$ cat config.mk
export PLATFORM = sky130hd
export DESIGN_NAME = http_request_header_parser_unit
export DESIGN_NICKNAME = d
export VERILOG_FILES = /design/src/rtl/hrhp_pkg.sv /design/src/rtl/http_request_header_parser_unit.sv /design/src/rtl/hrhp_cfg_regs.sv /design/src/rtl/hrhp_classifier.sv
export SDC_FILE = /design/constraint.sdc
export NUM_CORES = 1
export LEC_CHECK = 0
export ABC_AREA = 1
export ABC_CLOCK_PERIOD_IN_PS = 3000
export BUFFER_PORTS_ARGS = -buffer_cell sky130_fd_sc_hd__buf_2
export CAP_MARGIN = 10
export CORE_MARGIN = 10
export CORE_UTILIZATION = 28
export CTS_BUF_LIST = sky130_fd_sc_hd__clkbuf_8
export DETAILED_ROUTE_END_ITERATION = 8
export GPL_TIMING_DRIVEN = 0
export PLACE_DENSITY = 0.47
export SYNTH_ARGS = -nofsm -noshare
export SYNTH_HDL_FRONTEND = slang
export SYNTH_SLANG_ARGS = --single-unit
$ cat constraint.sdc
create_clock -name clk -period 3 [get_ports clk]
set_input_delay 0.3 -clock clk [delete_from_list [all_inputs] [get_ports clk]]
set_output_delay 0.3 -clock clk [all_outputs]
set_load 0.02 [all_outputs]
$ cat src/rtl/hrhp_pkg.sv
// Shared types, codes and constants of the HTTP request header parser.
package hrhp_pkg;

  // Default width of the token length counter.
  localparam int LENGTH_WIDTH_DEFAULT = 12;

  // Width of one length limit register.
  localparam int MAX_WIDTH = 12;
  localparam int NUM_REGS  = 5;
  localparam int ADDR_WIDTH = 5;
  localparam int DATA_WIDTH = 32;

  // Register indexes on the configuration port.
  localparam logic [2:0] REG_METHOD_MAX       = 3'd0;
  localparam logic [2:0] REG_PATH_MAX         = 3'd1;
  localparam logic [2:0] REG_VERSION_MAX      = 3'd2;
  localparam logic [2:0] REG_HEADER_NAME_MAX  = 3'd3;
  localparam logic [2:0] REG_HEADER_VALUE_MAX = 3'd4;

  // Reset values of the limits.
  localparam logic [MAX_WIDTH-1:0] METHOD_MAX_RESET       = 12'd7;
  localparam logic [MAX_WIDTH-1:0] PATH_MAX_RESET         = 12'd2048;
  localparam logic [MAX_WIDTH-1:0] VERSION_MAX_RESET      = 12'd8;
  localparam logic [MAX_WIDTH-1:0] HEADER_NAME_MAX_RESET  = 12'd64;
  localparam logic [MAX_WIDTH-1:0] HEADER_VALUE_MAX_RESET = 12'd1024;

  // Parser phases.
  localparam logic [3:0] PH_METHOD  = 4'd0;
  localparam logic [3:0] PH_PATH    = 4'd1;
  localparam logic [3:0] PH_VERSION = 4'd2;
  localparam logic [3:0] PH_RL_LF   = 4'd3;
  localparam logic [3:0] PH_NAME    = 4'd4;
  localparam logic [3:0] PH_VALUE   = 4'd5;
  localparam logic [3:0] PH_HDR_LF  = 4'd6;
  localparam logic [3:0] PH_END_LF  = 4'd7;

  // Token kinds.
  localparam logic [2:0] KIND_METHOD  = 3'd0;
  localparam logic [2:0] KIND_PATH    = 3'd1;
  localparam logic [2:0] KIND_VERSION = 3'd2;
  localparam logic [2:0] KIND_NAME    = 3'd3;
  localparam logic [2:0] KIND_VALUE   = 3'd4;
  localparam logic [2:0] KIND_DELIM   = 3'd5;

  // Error codes.
  localparam logic [2:0] ERR_NONE       = 3'd0;
  localparam logic [2:0] ERR_EMPTY      = 3'd1;
  localparam logic [2:0] ERR_MISSING_LF = 3'd7;

  // Characters.
  localparam logic [7:0] CH_NUL   = 8'h00;
  localparam logic [7:0] CH_SP    = 8'd32;
  localparam logic [7:0] CH_CR    = 8'd13;
  localparam logic [7:0] CH_LF    = 8'd10;
  localparam logic [7:0] CH_COLON = 8'd58;

  // One input byte of the request.
  typedef struct packed {
    logic [7:0] data_byte;
    logic       restart;
  } in_t;

  // One classified byte.
  typedef struct packed {
    logic [7:0] byte_out;
    logic [2:0] token_kind;
    logic       token_start;
    logic       header_done;
    logic [2:0] error_code;
  } out_t;

  // Token length limits, indexed by token kind.
  typedef logic [NUM_REGS-1:0][MAX_WIDTH-1:0] cfg_max_t;

endpackage

$ cat src/rtl/http_request_header_parser_unit.sv
// Top level of the HTTP request header parser: input and result registers.
// A request passes through the input register and then the result register.
// One byte per cycle unless the output stalls; parser state moves with each byte.
// Stalls on the output side hold the result register and then the input register.
// Reset (rst, synchronous): parser at start of request line, limits at defaults,
// both registers empty.
module http_request_header_parser_unit #(
  parameter int LENGTH_WIDTH = hrhp_pkg::LENGTH_WIDTH_DEFAULT
) (
  input  logic                             clk,
  input  logic                             rst,
  input  logic                             in_valid,
  output logic                             in_ready,
  input  hrhp_pkg::in_t                    in_data,
  output logic                             out_valid,
  input  logic                             out_ready,
  output hrhp_pkg::out_t                   out_data,
  input  logic                             psel,
  input  logic                             penable,
  input  logic                             pwrite,
  input  logic [hrhp_pkg::ADDR_WIDTH-1:0]  paddr,
  input  logic [hrhp_pkg::DATA_WIDTH-1:0]  pwdata,
  output logic [hrhp_pkg::DATA_WIDTH-1:0]  prdata,
  output logic                             pready
);
  import hrhp_pkg::*;

  cfg_max_t cfg_max;
  in_t      in_reg;
  logic     in_reg_valid;
  out_t     result;
  logic     advance;

  assign advance  = in_reg_valid && (!out_valid || out_ready);
  assign in_ready = !in_reg_valid || advance;

  hrhp_cfg_regs u_cfg (
    .clk     (clk),
    .rst     (rst),
    .psel    (psel),
    .penable (penable),
    .pwrite  (pwrite),
    .paddr   (paddr),
    .pwdata  (pwdata),
    .prdata  (prdata),
    .pready  (pready),
    .cfg_max (cfg_max)
  );

  hrhp_classifier #(
    .LENGTH_WIDTH (LENGTH_WIDTH)
  ) u_classifier (
    .clk     (clk),
    .rst     (rst),
    .advance (advance),
    .item    (in_reg),
    .cfg_max (cfg_max),
    .result  (result)
  );

  // Input register.
  always_ff @(posedge clk) begin
    if (rst) begin
      in_reg_valid <= 1'b0;
    end else if (in_ready) begin
      in_reg_valid <= in_valid;
    end
  end

  always_ff @(posedge clk) begin
    if (in_valid && in_ready) begin
      in_reg <= in_data;
    end
  end

  // Result register.
  always_ff @(posedge clk) begin
    if (rst) begin
      out_valid <= 1'b0;
    end else if (advance) begin
      out_valid <= 1'b1;
    end else if (out_ready) begin
      out_valid <= 1'b0;
    end
  end

  always_ff @(posedge clk) begin
    if (advance) begin
      out_data <= result;
    end
  end

endmodule

$ cat src/rtl/hrhp_cfg_regs.sv
// Configuration registers with an APB-style access port.
module hrhp_cfg_regs (
  input  logic                              clk,
  input  logic                              rst,
  input  logic                              psel,
  input  logic                              penable,
  input  logic                              pwrite,
  input  logic [hrhp_pkg::ADDR_WIDTH-1:0]   paddr,
  input  logic [hrhp_pkg::DATA_WIDTH-1:0]   pwdata,
  output logic [hrhp_pkg::DATA_WIDTH-1:0]   prdata,
  output logic                              pready,
  output hrhp_pkg::cfg_max_t                cfg_max
);
  import hrhp_pkg::*;

  logic [2:0] reg_index;
  logic       wr_en;

  assign reg_index = paddr[4:2];
  assign wr_en     = psel && penable && pwrite;
  assign pready    = 1'b1;

  // Register writes; indexes beyond the list are ignored.
  always_ff @(posedge clk) begin
    if (rst) begin
      cfg_max[REG_METHOD_MAX]       <= METHOD_MAX_RESET;
      cfg_max[REG_PATH_MAX]         <= PATH_MAX_RESET;
      cfg_max[REG_VERSION_MAX]      <= VERSION_MAX_RESET;
      cfg_max[REG_HEADER_NAME_MAX]  <= HEADER_NAME_MAX_RESET;
      cfg_max[REG_HEADER_VALUE_MAX] <= HEADER_VALUE_MAX_RESET;
    end else if (wr_en && (reg_index < 3'(NUM_REGS))) begin
      cfg_max[reg_index] <= pwdata[MAX_WIDTH-1:0];
    end
  end

  // Read data.
  always_comb begin
    prdata = '0;
    if (reg_index < 3'(NUM_REGS)) begin
      prdata = DATA_WIDTH'(cfg_max[reg_index]);
    end
  end

endmodule

$ cat src/rtl/hrhp_classifier.sv
// Byte classifier: parser state and the logic that labels one byte.
module hrhp_classifier #(
  parameter int LENGTH_WIDTH = hrhp_pkg::LENGTH_WIDTH_DEFAULT
) (
  input  logic                clk,
  input  logic                rst,
  input  logic                advance,
  input  hrhp_pkg::in_t       item,
  input  hrhp_pkg::cfg_max_t  cfg_max,
  output hrhp_pkg::out_t      result
);
  import hrhp_pkg::*;

  // Compare width covers both the counter and the limit registers.
  localparam int CW = (LENGTH_WIDTH > MAX_WIDTH) ? LENGTH_WIDTH : MAX_WIDTH;

  logic [3:0]              phase;
  logic [3:0]              phase_next;
  logic [LENGTH_WIDTH-1:0] token_length;
  logic [LENGTH_WIDTH-1:0] token_length_next;

  logic [3:0]              cur_phase;
  logic [LENGTH_WIDTH-1:0] cur_len;
  logic                    take;
  logic [2:0]              take_kind;
  logic [CW-1:0]           lim_raw;
  logic [CW-1:0]           len_mask;
  logic [CW-1:0]           lim;
  logic [7:0]              b;

  assign b        = item.data_byte;
  assign len_mask = CW'({LENGTH_WIDTH{1'b1}});

  // Classification of the byte in the input register.
  always_comb begin
    cur_phase         = item.restart ? PH_METHOD : phase;
    cur_len           = item.restart ? '0 : token_length;
    phase_next        = cur_phase;
    token_length_next = cur_len;
    take              = 1'b0;
    take_kind         = KIND_METHOD;
    result.byte_out    = b;
    result.token_kind  = KIND_DELIM;
    result.token_start = 1'b0;
    result.header_done = 1'b0;
    result.error_code  = ERR_NONE;

    unique case (cur_phase)
      PH_PATH: begin
        if (b == CH_SP) begin
          phase_next        = PH_VERSION;
          token_length_next = '0;
        end else begin
          take      = 1'b1;
          take_kind = KIND_PATH;
        end
      end
      PH_VERSION: begin
        if (b == CH_CR) begin
          phase_next        = PH_RL_LF;
          token_length_next = '0;
        end else begin
          take      = 1'b1;
          take_kind = KIND_VERSION;
        end
      end
      PH_RL_LF, PH_HDR_LF: begin
        if (b == CH_LF) begin
          phase_next = PH_NAME;
        end else begin
          result.error_code = ERR_MISSING_LF;
          phase_next        = PH_METHOD;
        end
        token_length_next = '0;
      end
      PH_NAME: begin
        if ((cur_len == '0) && (b == CH_CR)) begin
          phase_next        = PH_END_LF;
          token_length_next = '0;
        end else if (b == CH_COLON) begin
          phase_next        = PH_VALUE;
          token_length_next = '0;
        end else begin
          take      = 1'b1;
          take_kind = KIND_NAME;
        end
      end
      PH_VALUE: begin
        if (b == CH_CR) begin
          phase_next        = PH_HDR_LF;
          token_length_next = '0;
        end else if (!((cur_len == '0) && (b == CH_SP))) begin
          take      = 1'b1;
          take_kind = KIND_VALUE;
        end
      end
      PH_END_LF: begin
        if (b == CH_LF) begin
          result.header_done = 1'b1;
        end else begin
          result.error_code = ERR_MISSING_LF;
        end
        phase_next        = PH_METHOD;
        token_length_next = '0;
      end
      default: begin
        // Method phase; unused codes restart the request line.
        if (cur_phase != PH_METHOD) begin
          cur_len           = '0;
          phase_next        = PH_METHOD;
          token_length_next = '0;
        end
        if ((cur_len == '0) && (b == CH_NUL)) begin
          result.error_code = ERR_EMPTY;
          phase_next        = PH_METHOD;
          token_length_next = '0;
        end else if (b == CH_SP) begin
          phase_next        = PH_PATH;
          token_length_next = '0;
        end else begin
          take      = 1'b1;
          take_kind = KIND_METHOD;
        end
      end
    endcase

    // Limit of the token in hand, clamped to what the counter can hold.
    lim_raw = CW'(cfg_max[take_kind]);
    lim     = (lim_raw > len_mask) ? len_mask : lim_raw;

    // A token character: count it or flag the token as too long.
    if (take) begin
      result.token_kind  = take_kind;
      result.token_start = (cur_len == '0);
      if (CW'(cur_len) >= lim) begin
        result.error_code = take_kind + 3'd2;
        phase_next        = PH_METHOD;
        token_length_next = '0;
      end else begin
        token_length_next = cur_len + LENGTH_WIDTH'(1);
      end
    end
  end

  // Parser state moves on when the byte is handed to the result register.
  always_ff @(posedge clk) begin
    if (rst) begin
      phase        <= PH_METHOD;
      token_length <= '0;
    end else if (advance) begin
      phase        <= phase_next;
      token_length <= token_length_next;
    end
  end

endmodule

## Word level (Yosys, flattened, before mapping)

Index checks and enable logic that the tools add are counted.

- Add/sub/neg operators: 2
- Equal/unequal tests: 11
- Reduce and logical (&&, ||, !) cells: 24
- Magnitude comparators: 6
- Multiplexer cells: 58

Operators by type and width:

| kind | number |
|---|---|
| $mux W12 | 17 |
| $bmux W12 S3 | 2 |
| $bwmux W60 | 1 |
| $pmux W12 S4 | 1 |
| $mux W4 | 11 |
| $demux W12 S3 | 1 |
| $logic_not A12 Y1 | 3 |
| $pmux W4 S6 | 1 |
| $mux W3 | 7 |
| $eq A4 B3 Y1 const B | 4 |
| $eq A8 B4 Y1 const B | 2 |
| $eq A8 B6 Y1 const B | 2 |
| $add A12 B1 Y12 const B | 1 |
| $ge A12 B12 Y1 | 1 |
| $gt A12 B12 Y1 const B | 1 |
| $mux W1 | 12 |
| $pmux W3 S4 | 1 |
| $logic_and A1 B1 Y1 | 9 |
| $eq A4 B2 Y1 const B | 2 |
| $logic_not A8 Y1 | 1 |
| $lt A3 B4 Y1 const B | 2 |
| $reduce_or A7 Y1 | 1 |
| $pmux W3 S2 | 1 |
| $pmux W1 S5 | 1 |
| 12 further kinds | 16 |

- Logic and storage cells: 117
- Flip-flop bits (word level): 103

## Longest topological paths before layout

Gate-level depths: netlist (run 1).

- Word-level depth: 13
- Mapped depth: 24
- Mapped depth without buffers: 22

## Modules after synthesis

A second synthesis (run 1) with hierarchy kept.

- Cell total of the unflattened synthesis: 959
- Area, all modules: 6562.5 um^2

By module, submodules not included:

| module | cells each | area an instance (um^2) | sequential area each (um^2) | instances |
|---|---|---|---|---|
| hrhp_cfg_regs | 488 | 3155.5 | 1201.2 | 1 |
| hrhp_classifier | 434 | 2565.0 | 320.3 | 1 |
| http_request_header_parser_unit | 37 | 842.1 | 790.8 | 1 |

## Least setup slack after synthesis (run 1)

OpenSTA, ideal clock, no wires.

- Path kind: reg2reg
- Start point: register in_reg[0] (netlist bit)
- End point: register out_data[0] (netlist bit), data pin
- Path buffers: 2
- Arrival time: 2975 ps
- Stages on the path, launching flop included: 21
- Data required time: 2726 ps
- Setup slack: -250 ps
- Path through: edfxtp_1 -> inv_4 -> nand2_1 -> nor2_1 -> and3_2 -> nand3_4 -> nand2_4 -> buf_2 -> nand2_1 -> nand3_1 -> nand3_1 -> nand2_1 -> inv_1 -> ha_1 -> a21oi_1 -> nor2_1 -> a211oi_1 -> nand4_1 -> clkbuf_1 -> nand2_1 -> o211ai_1

RTL lines:

| element | RTL line | RTL |
|---|---|---|
| start, declared | http_request_header_parser_unit.sv:29 | `in_t in_reg;` |
| start signal, assigned | http_request_header_parser_unit.sv:72 | `in_reg <= in_data;` |
| end signal, assigned | http_request_header_parser_unit.sv:89 | `out_data <= result;` |
| end, declared | http_request_header_parser_unit.sv:17 | `output hrhp_pkg::out_t out_data,` |

==> flow_summary_export.csv, run 1 <==
group,metric,value,unit
run_status,status,"finished with violations",
run_status,violated_checks,"setup timing",
layout,layout.cells.most_common,"sky130_fd_sc_hd__nand2_1",
clocking,tritoncts.num_buffers,9,
sta,fin_hold_ws,0.0711,ns
layout,finish.instance_area,7420,µm²
critical_path,worst_setup_path_end_kind,"flip-flop",
pwr,p_total,0.00280,W
die,core_region_area,20500,µm²
synthesis,synth_async_sr_flop_share,0,
pwr,power_per_cell_area,378,nW/µm²
layout,finish.net_count,1034,
placement,detailed_place_hpwl,14500,µm
route,final_antenna_net_count,0,
layout,post_route_cells_drive_above_1_share,0.236,
grt,grt_pass1_wl,32000,µm
placement,dpl-instance-area,6640,µm²
grt,first_global_vias,5593,
clocking,cts.root.buffer_cell,"sky130_fd_sc_hd__clkbuf_8",
route,drc_errors,0,
layout,number_of_flip_flops_in_the_largest_register,60,
layout,register_with_the_most_flip_flops,"u_cfg.cfg_max",
sta,setup_total_negative_slack,-5.08,ns
layout,layout.filler_cells,2285,
sta,worst_slack,-0.345,ns
hold_path,hold_path_class,"in -> reg",
grt,largest_net_degree_at_the_start_of_global_routing,26,
sta,final-setup-viol-count,18,
layout,area.growth.synth_to_final,25.9,%
placement,place.gp.congestion,0.888,
critical_path,worstPathArrival,3.47,ns
clocking,cts_hold_buffers,0,
grt,grt.total_usage,0.153,
critical_path,cp.required,3.12,ns
synthesis,synth_warnings,0,
die,io_pins,104,
sta,count_of_pins_over_their_slew_limit,0,
synthesis,synth_seq_area_share,0.393,
critical_path,worstPathMaxFanout,8,
die,initial_utilization,0.287,
synthesis,post_synth.cell_area_avg,6.94,µm²
sta,skew,0.0202,ns
sta,slew-limit-headroom,0.455,
grt,grt_antenna_before_repair,0,
die,chipHeight,165,µm
route,first_pass_iters,4,
synthesis,yosysUniqueCellTypes,45,
sta,grt_setup_unrepaired,"yes",
critical_path,critPathLaunchType,"flip-flop",
synthesis,number_of_enable_flip_flop_cells_after_synthesis,25,
grt,grt_overflow_total,0,
placement,number_of_buffer_cells_added_on_primary_ports,60,
placement,pre_cts_ws,-1.09,ns
synthesis,ys.flop_type,"sky130_fd_sc_hd__dfxtp_1",
clocking,htreeDepth,3,
run,cap_viol_max_count,0,
clocking,clk_latency,0.41,ns
clocking,clock_slew_seen_by_the_registers_of_the_worst_setup_and_hold_paths,0.10,ns
clocking,tritoncts,"yes",
die,die-area,27200,µm²
route,detail_route.vias_per_cell,4.73,
sta,final.min_clock_period,3.35,ns
die,die-width,165,µm
sta,fmax,0.299,GHz
clocking,numClockSinks,103,
route,detail_route.iter0.violations,325,
synthesis,ys_ff_latch,103,
sta,slew_at_the_pin_with_the_worst_max_slew_slack,0.817,ns
critical_path,setup.worst_path.class,"reg -> reg",
sta,post-route-period-util,1.12,
die,fp-row-count,52,
layout,most-common-layout-cells,"sky130_fd_sc_hd__nand2_1, sky130_fd_sc_hd__nor2_1, sky130_fd_sc_hd__dfxtp_1",
route,totalWireLength,20700,µm
pwr,total_leakage_power,3.08,nW
synthesis,synthesis.area,5890,µm²
synthesis,syn-instance-count,849,
pwr,peakVddDrop,243,µV
sta,final-hold-violation-count,0,
route,avgRoutedWirePerCell,16.7,µm
layout,n_antenna_cell,0,
layout,largest_registers,"u_cfg.cfg_max x60, out_data x16, u_classifier.token_length x12",
clocking,max-clock-path-buffers,2,
route,route.vias.total,5869,
==> metal layers <==
layer	up-vias	GRT usage	wire, µm
met1	2702	0.203	9670
met2	164	0.247	9580
met4	0	0.0479	420
met3	29	0.0241	1000
li1	2974	-	-
met5	-	0	0
==> worst paths after layout <==
check                            from                endpoint  slack (ns)  cells past startpoint
hold / removal             in_data[6]     in_reg[6]$_DFFE_PP_        0.07                      1
hold reg to reg   in_reg[7]$_DFFE_PP_  out_data[14]$_DFFE_PP_        0.48                      0
setup reg to reg  in_reg[0]$_DFFE_PP_   out_data[0]$_DFFE_PP_       -0.35                     24
setup / recovery  in_reg[0]$_DFFE_PP_   out_data[0]$_DFFE_PP_       -0.35                     24
==> critical path: stages, from the launching register on <==
cell                       delay (ns)
sky130_fd_sc_hd__edfxtp_1        0.47
sky130_fd_sc_hd__clkinv_4        0.13
sky130_fd_sc_hd__buf_4           0.12
sky130_fd_sc_hd__nand2_2         0.09
sky130_fd_sc_hd__nor2_1          0.14
sky130_fd_sc_hd__nand2_1         0.11
sky130_fd_sc_hd__nor2_4          0.18
sky130_fd_sc_hd__inv_4           0.09
sky130_fd_sc_hd__nand2_8         0.12
sky130_fd_sc_hd__clkinv_8        0.08
sky130_fd_sc_hd__buf_8           0.14
sky130_fd_sc_hd__nand2_1         0.06
sky130_fd_sc_hd__nand3_1         0.06
sky130_fd_sc_hd__nand2_1         0.06
sky130_fd_sc_hd__nand2_1         0.06
sky130_fd_sc_hd__nand2_2         0.11
sky130_fd_sc_hd__ha_4            0.22
sky130_fd_sc_hd__nand2_4         0.08
sky130_fd_sc_hd__nor2_2          0.04
sky130_fd_sc_hd__a211oi_2        0.15
sky130_fd_sc_hd__nand4_1         0.12
sky130_fd_sc_hd__buf_6           0.15
sky130_fd_sc_hd__buf_8           0.12
sky130_fd_sc_hd__nand2_2         0.05
sky130_fd_sc_hd__o211ai_1        0.10
==> cell type report <==
type | instances | area (µm²) | area share
tap | 270 | 338 | 0.0456
inverter | 54 | 228 | 0.0307
multi-input combinational | 653 | 3390 | 0.458
clock buffer | 9 | 124 | 0.0167
buffer | 58 | 403 | 0.0543
timing repair buffer | 88 | 563 | 0.0759
sequential | 103 | 2310 | 0.312
clock inverter | 7 | 53.8 | 0.00725
==> Yosys cell counts, types with 2 or more instances <==
cell type,number,area share
sky130_fd_sc_hd__nor2_1,158,0.10
sky130_fd_sc_hd__edfxtp_1,25,0.13
sky130_fd_sc_hd__nand2_1,208,0.13
sky130_fd_sc_hd__inv_1,47,0.030
sky130_fd_sc_hd__buf_1,2,0.0013
sky130_fd_sc_hd__nand2_2,12,0.013
sky130_fd_sc_hd__buf_4,24,0.031
sky130_fd_sc_hd__xor2_1,8,0.012
sky130_fd_sc_hd__nor3_1,11,0.0093
sky130_fd_sc_hd__a21oi_1,17,0.014
sky130_fd_sc_hd__ha_1,14,0.030
sky130_fd_sc_hd__o21ai_1,2,0.0017
sky130_fd_sc_hd__a22oi_1,12,0.015
sky130_fd_sc_hd__dfxtp_1,78,0.27
sky130_fd_sc_hd__a21oi_2,8,0.012
sky130_fd_sc_hd__inv_4,2,0.0021
sky130_fd_sc_hd__nand3_1,68,0.058
sky130_fd_sc_hd__inv_2,4,0.0025
sky130_fd_sc_hd__clkbuf_1,25,0.016
sky130_fd_sc_hd__buf_6,4,0.0076
sky130_fd_sc_hd__o21ai_0,73,0.062
sky130_fd_sc_hd__nor2_2,3,0.0032
sky130_fd_sc_hd__buf_2,3,0.0025
sky130_fd_sc_hd__nand4_1,17,0.018
sky130_fd_sc_hd__nor3_2,2,0.0034
sky130_fd_sc_hd__o21ai_2,2,0.0030
sky130_fd_sc_hd__conb_1,2,0.0013
==> through the flow <==
step	util	instances
5_1_grt	0.362	1242
6_report	0.362	1242
2_1_floorplan	-	868
3_5_place_dp	0.324	1198
3_3_place_gp	0.324	1198
4_1_cts	0.355	1238
==> cells by family (layout without fill, tap and decap cells) <==
kind of cell | count (synthesis) | in the layout | synth area share
compound gates | 120 | 120 | 0.116
xor+xnor | 9 | 9 | 0.0134
fa+ha+maj | 14 | 14 | 0.0297
buf+inv | 112 | 216 | 0.0933
flops | 103 | 103 | 0.393
other cells | 2 | 21 | 0.00128
simple gates | 489 | 489 | 0.354
==> report_power, final <==
part           total [W]  leakage (nW)  switching (W)  internal [W]
sequential       0.00149         0.869      0.0000276       0.00146
combinational   0.000441          2.12       0.000279      0.000162
clock           0.000869        0.0879       0.000557      0.000311
total            0.00280          3.08       0.000864       0.00194
==> repair_timing <==
| action | in CTS | in global routing |
|---|---|---|
| setup buffers | 21 | 4 |
| setup endpoints to repair | 18 | 18 |
| pin swaps | 15 | 3 |
| gates cloned | 3 | 0 |
| resized for setup | 60 | 27 |
No activity file was read; power rests on OpenSTA's default activity.
==> run 2: changes to the inputs <==
--- a/config.mk
+++ b/config.mk
@@ -14,6 +14,7 @@
 export CTS_BUF_LIST = sky130_fd_sc_hd__clkbuf_8
 export DETAILED_ROUTE_END_ITERATION = 8
 export GPL_TIMING_DRIVEN = 0
+export MAX_ROUTING_LAYER = met4
 export PLACE_DENSITY = 0.47
 export SYNTH_ARGS = -nofsm -noshare
 export SYNTH_HDL_FRONTEND = slang
==> run 2 against run 1 <==
Net effect: the flow still finishes with violations (setup timing); flip-flop and latch count did not move; non-clock buffer count did not move; hold slack got worse by 0.0023 ns; critical path type unchanged; largest power group unchanged; highest routed layer unchanged.
==> flow_summary_export.csv, run 2 (synthesis results as in run 1) <==
group,metric,value,unit
pwr,p_comb_frac,0.157,
layout,n_antenna_cell,0,
critical_path,worst_setup_path_end_kind,"flip-flop",
clocking,max-clock-path-buffers,2,
layout,most-common-layout-cells,"sky130_fd_sc_hd__nand2_1, sky130_fd_sc_hd__nor2_1, sky130_fd_sc_hd__dfxtp_1",
route,totalWireLength,20700,µm
critical_path,r2r-start,"in_reg[0]$_DFFE_PP_",
hold_path,hold_path_class,"in -> reg",
sta,post-route-period-util,1.12,
layout,post_route_cells_drive_above_1_share,0.236,
route,first_pass_iters,5,
clocking,clk_latency,0.41,ns
die,die-area,27200,µm²
layout,multi_input_area,3390,µm²
pwr,total_leakage_power,3.08,nW
grt,grt.met1_usage,0.204,
layout,final_cells,1242,
clocking,tritoncts.num_buffers,9,
grt,grt_pass1_wl,31900,µm
grt,grt_antenna_before_repair,0,
pwr,peakVddDrop,243,µV
sta,slew-limit-headroom,0.458,
placement,number_of_buffer_cells_added_on_primary_ports,60,
layout,finish.net_count,1034,
layout,layout.area.seq,2310,µm²
clocking,cts.root.buffer_cell,"sky130_fd_sc_hd__clkbuf_8",
sta,worst_slack,-0.358,ns
critical_path,setup.worst_path.class,"reg -> reg",
layout,layout.cells.most_common,"sky130_fd_sc_hd__nand2_1",
clocking,numClockSinks,103,
grt,grtUsageMet2,0.247,
critical_path,timing.rr.end,"out_data[0]$_DFFE_PP_",
grt,grt.total_usage,0.157,
sta,final-setup-viol-count,18,
die,chipHeight,165,µm
route,detail_route.iter0.violations,331,
sta,final-hold-violation-count,0,
route,avgRoutedWirePerCell,16.7,µm
clocking,cts_hold_buffers,0,
pwr,share_seq_of_total_power,0.532,
placement,detailed_place_hpwl,14500,µm
critical_path,max_stage_delay,0.47,ns
critical_path,worstPathArrival,3.48,ns
sta,grt_setup_unrepaired,"yes",
pwr,power_internal,0.00194,W
grt,largest_net_degree_at_the_start_of_global_routing,26,
clocking,tritoncts,"yes",
pwr,swShare,0.309,
pwr,pwr-share-clk,0.310,
critical_path,worstRegToRegCells,24,
placement,pre_cts_ws,-1.09,ns
route,final_antenna_net_count,0,
critical_path,cp_top_family,"simple AND/OR/NAND/NOR gates",
placement,place.gp.congestion,0.903,
die,io_pins,104,
layout,number_of_flip_flops_in_the_largest_register,60,
sta,slew_at_the_pin_with_the_worst_max_slew_slack,0.814,ns
sta,fmax,0.298,GHz
critical_path,crit_path_cell_trace,"clkinv_4 > buf_4 > nand2_2 > nor2_1 > nand2_1 > nor2_4 > inv_4 > nand2_8 > clkinv_8 > buf_8 > nand2_1 > nand3_1 > nand2_1 > nand2_1 > nand2_2 > ha_4 > nand2_4 > nor2_2 > a211oi_2 > nand4_1 > buf_6 > buf_8 > nand2_2 > o211ai_1",
critical_path,critPathLaunchType,"flip-flop",
die,die-width,165,µm
die,initial_utilization,0.287,
layout,layout.filler_cells,2285,
die,core_region_area,20500,µm²
run_status,status,"finished with violations",
layout,largest_registers,"u_cfg.cfg_max x60, out_data x16, u_classifier.token_length x12",
run_status,violated_checks,"setup timing",
pwr,power.net_switching,0.000866,W
layout,area.growth.synth_to_final,25.9,%
route,detail_route.vias_per_cell,4.72,
clocking,clock_slew_seen_by_the_registers_of_the_worst_setup_and_hold_paths,0.10,ns
placement,placed_cells_incl_taps,1198,
layout,register_with_the_most_flip_flops,"u_cfg.cfg_max",
clocking,htreeDepth,3,
route,route.vias.total,5861,
grt,first_global_vias,5590,
critical_path,worstPathMaxFanout,8,
run,cap_viol_max_count,0,
grt,top_usage_layer,"met2",
sta,final.min_clock_period,3.36,ns
critical_path,worst-r2r-setup-slack,-0.36,ns
route,drc_errors,0,
critical_path,crit_slowest_cell,"sky130_fd_sc_hd__edfxtp_1",
pwr,power_per_cell_area,378,nW/µm²
hold_path,startpoint_of_the_worst_hold_path,"in_data[6]",
grt,grt_overflow_total,0,
hold_path,hold_path_depth,1,
hold_path,worstHoldEndpoint,"in_reg[6]$_DFFE_PP_",
critical_path,timing.critical_path.buf_inv,7,
grt,grt_use_met3,0.0232,
sta,skew,0.0166,ns
die,fp-row-count,52,
critical_path,cp.required,3.13,ns
sta,count_of_pins_over_their_slew_limit,0,
critical_path,critical_path.most_common_cell,"sky130_fd_sc_hd__nand2_1",
## run 2: worst max-delay path by stage
stage | startpoint | to | slack (ns) | cells after the start
floorplan | in_reg[0]$_DFFE_PP_ | out_data[0]$_DFFE_PP_ | -0.12 | 23
global placement | in_reg[0]$_DFFE_PP_ | out_data[0]$_DFFE_PP_ | -1.14 | 23
detailed placement | in_reg[0]$_DFFE_PP_ | out_data[0]$_DFFE_PP_ | -1.09 | 22
CTS | in_reg[0]$_DFFE_PP_ | out_data[0]$_DFFE_PP_ | -0.32 | 24
global route | in_reg[0]$_DFFE_PP_ | out_data[0]$_DFFE_PP_ | -0.56 | 24
finish | in_reg[0]$_DFFE_PP_ | out_data[0]$_DFFE_PP_ | -0.36 | 24
## run 2: per-stage QoR
step	hold slack, ns	util	area [µm²]	power [W]	TNS (ns)
floorplan	0.369	-	6000	0.00177	-0.602
global placement	0.431	0.324	6640	0.00190	-17.56
detailed placement	0.433	0.324	6640	0.00190	-16.66
CTS	0.0552	0.355	7270	0.00282	-4.21
global route	0.0479	0.362	7420	0.00294	-8.88
finish	0.0688	0.362	7420	0.00280	-5.24
## run 2: power by group through the flow
stage          logic, W  registers [W]  clock network, W
6_report       0.000440        0.00149          0.000870
5_1_grt        0.000484        0.00150          0.000957
4_1_cts        0.000428        0.00149          0.000896
3_5_place_dp   0.000375        0.00152                 0
3_3_place_gp   0.000374        0.00152                 0
2_1_floorplan  0.000240        0.00153                 0
## run 2: routing by layer
layer / up-vias / routed length (µm)
met2: 151 / 9580
met5: - / 0
met3: 30 / 896
met1: 2705 / 9810
met4: 0 / 425
li1: 2975 / -
## run 2: layout make-up
cell class,count,share of cell area
multi-input combinational,653,0.458
clock buffer,9,0.0167
timing repair buffer,88,0.0759
tap,270,0.0456
buffer,58,0.0543
clock inverter,7,0.00725
sequential,103,0.312
inverter,54,0.0307
## run 2: worst reg2reg max path: stages (launching register included)
cell	delay, ns
sky130_fd_sc_hd__edfxtp_1	0.47
sky130_fd_sc_hd__clkinv_4	0.14
sky130_fd_sc_hd__buf_4	0.12
sky130_fd_sc_hd__nand2_2	0.09
sky130_fd_sc_hd__nor2_1	0.14
sky130_fd_sc_hd__nand2_1	0.11
sky130_fd_sc_hd__nor2_4	0.18
sky130_fd_sc_hd__inv_4	0.09
sky130_fd_sc_hd__nand2_8	0.13
sky130_fd_sc_hd__clkinv_8	0.09
sky130_fd_sc_hd__buf_8	0.14
sky130_fd_sc_hd__nand2_1	0.06
sky130_fd_sc_hd__nand3_1	0.07
sky130_fd_sc_hd__nand2_1	0.06
sky130_fd_sc_hd__nand2_1	0.06
sky130_fd_sc_hd__nand2_2	0.11
sky130_fd_sc_hd__ha_4	0.22
sky130_fd_sc_hd__nand2_4	0.08
sky130_fd_sc_hd__nor2_2	0.04
sky130_fd_sc_hd__a211oi_2	0.15
sky130_fd_sc_hd__nand4_1	0.12
sky130_fd_sc_hd__buf_6	0.15
sky130_fd_sc_hd__buf_8	0.12
sky130_fd_sc_hd__nand2_2	0.05
sky130_fd_sc_hd__o211ai_1	0.10
## run 2: what timing repair did
item | in CTS | in global routing
cloned | 3 | 0
pin swaps | 15 | 3
buffers inserted | 21 | 4
resized for setup | 60 | 27
setup endpoints to repair | 18 | 18
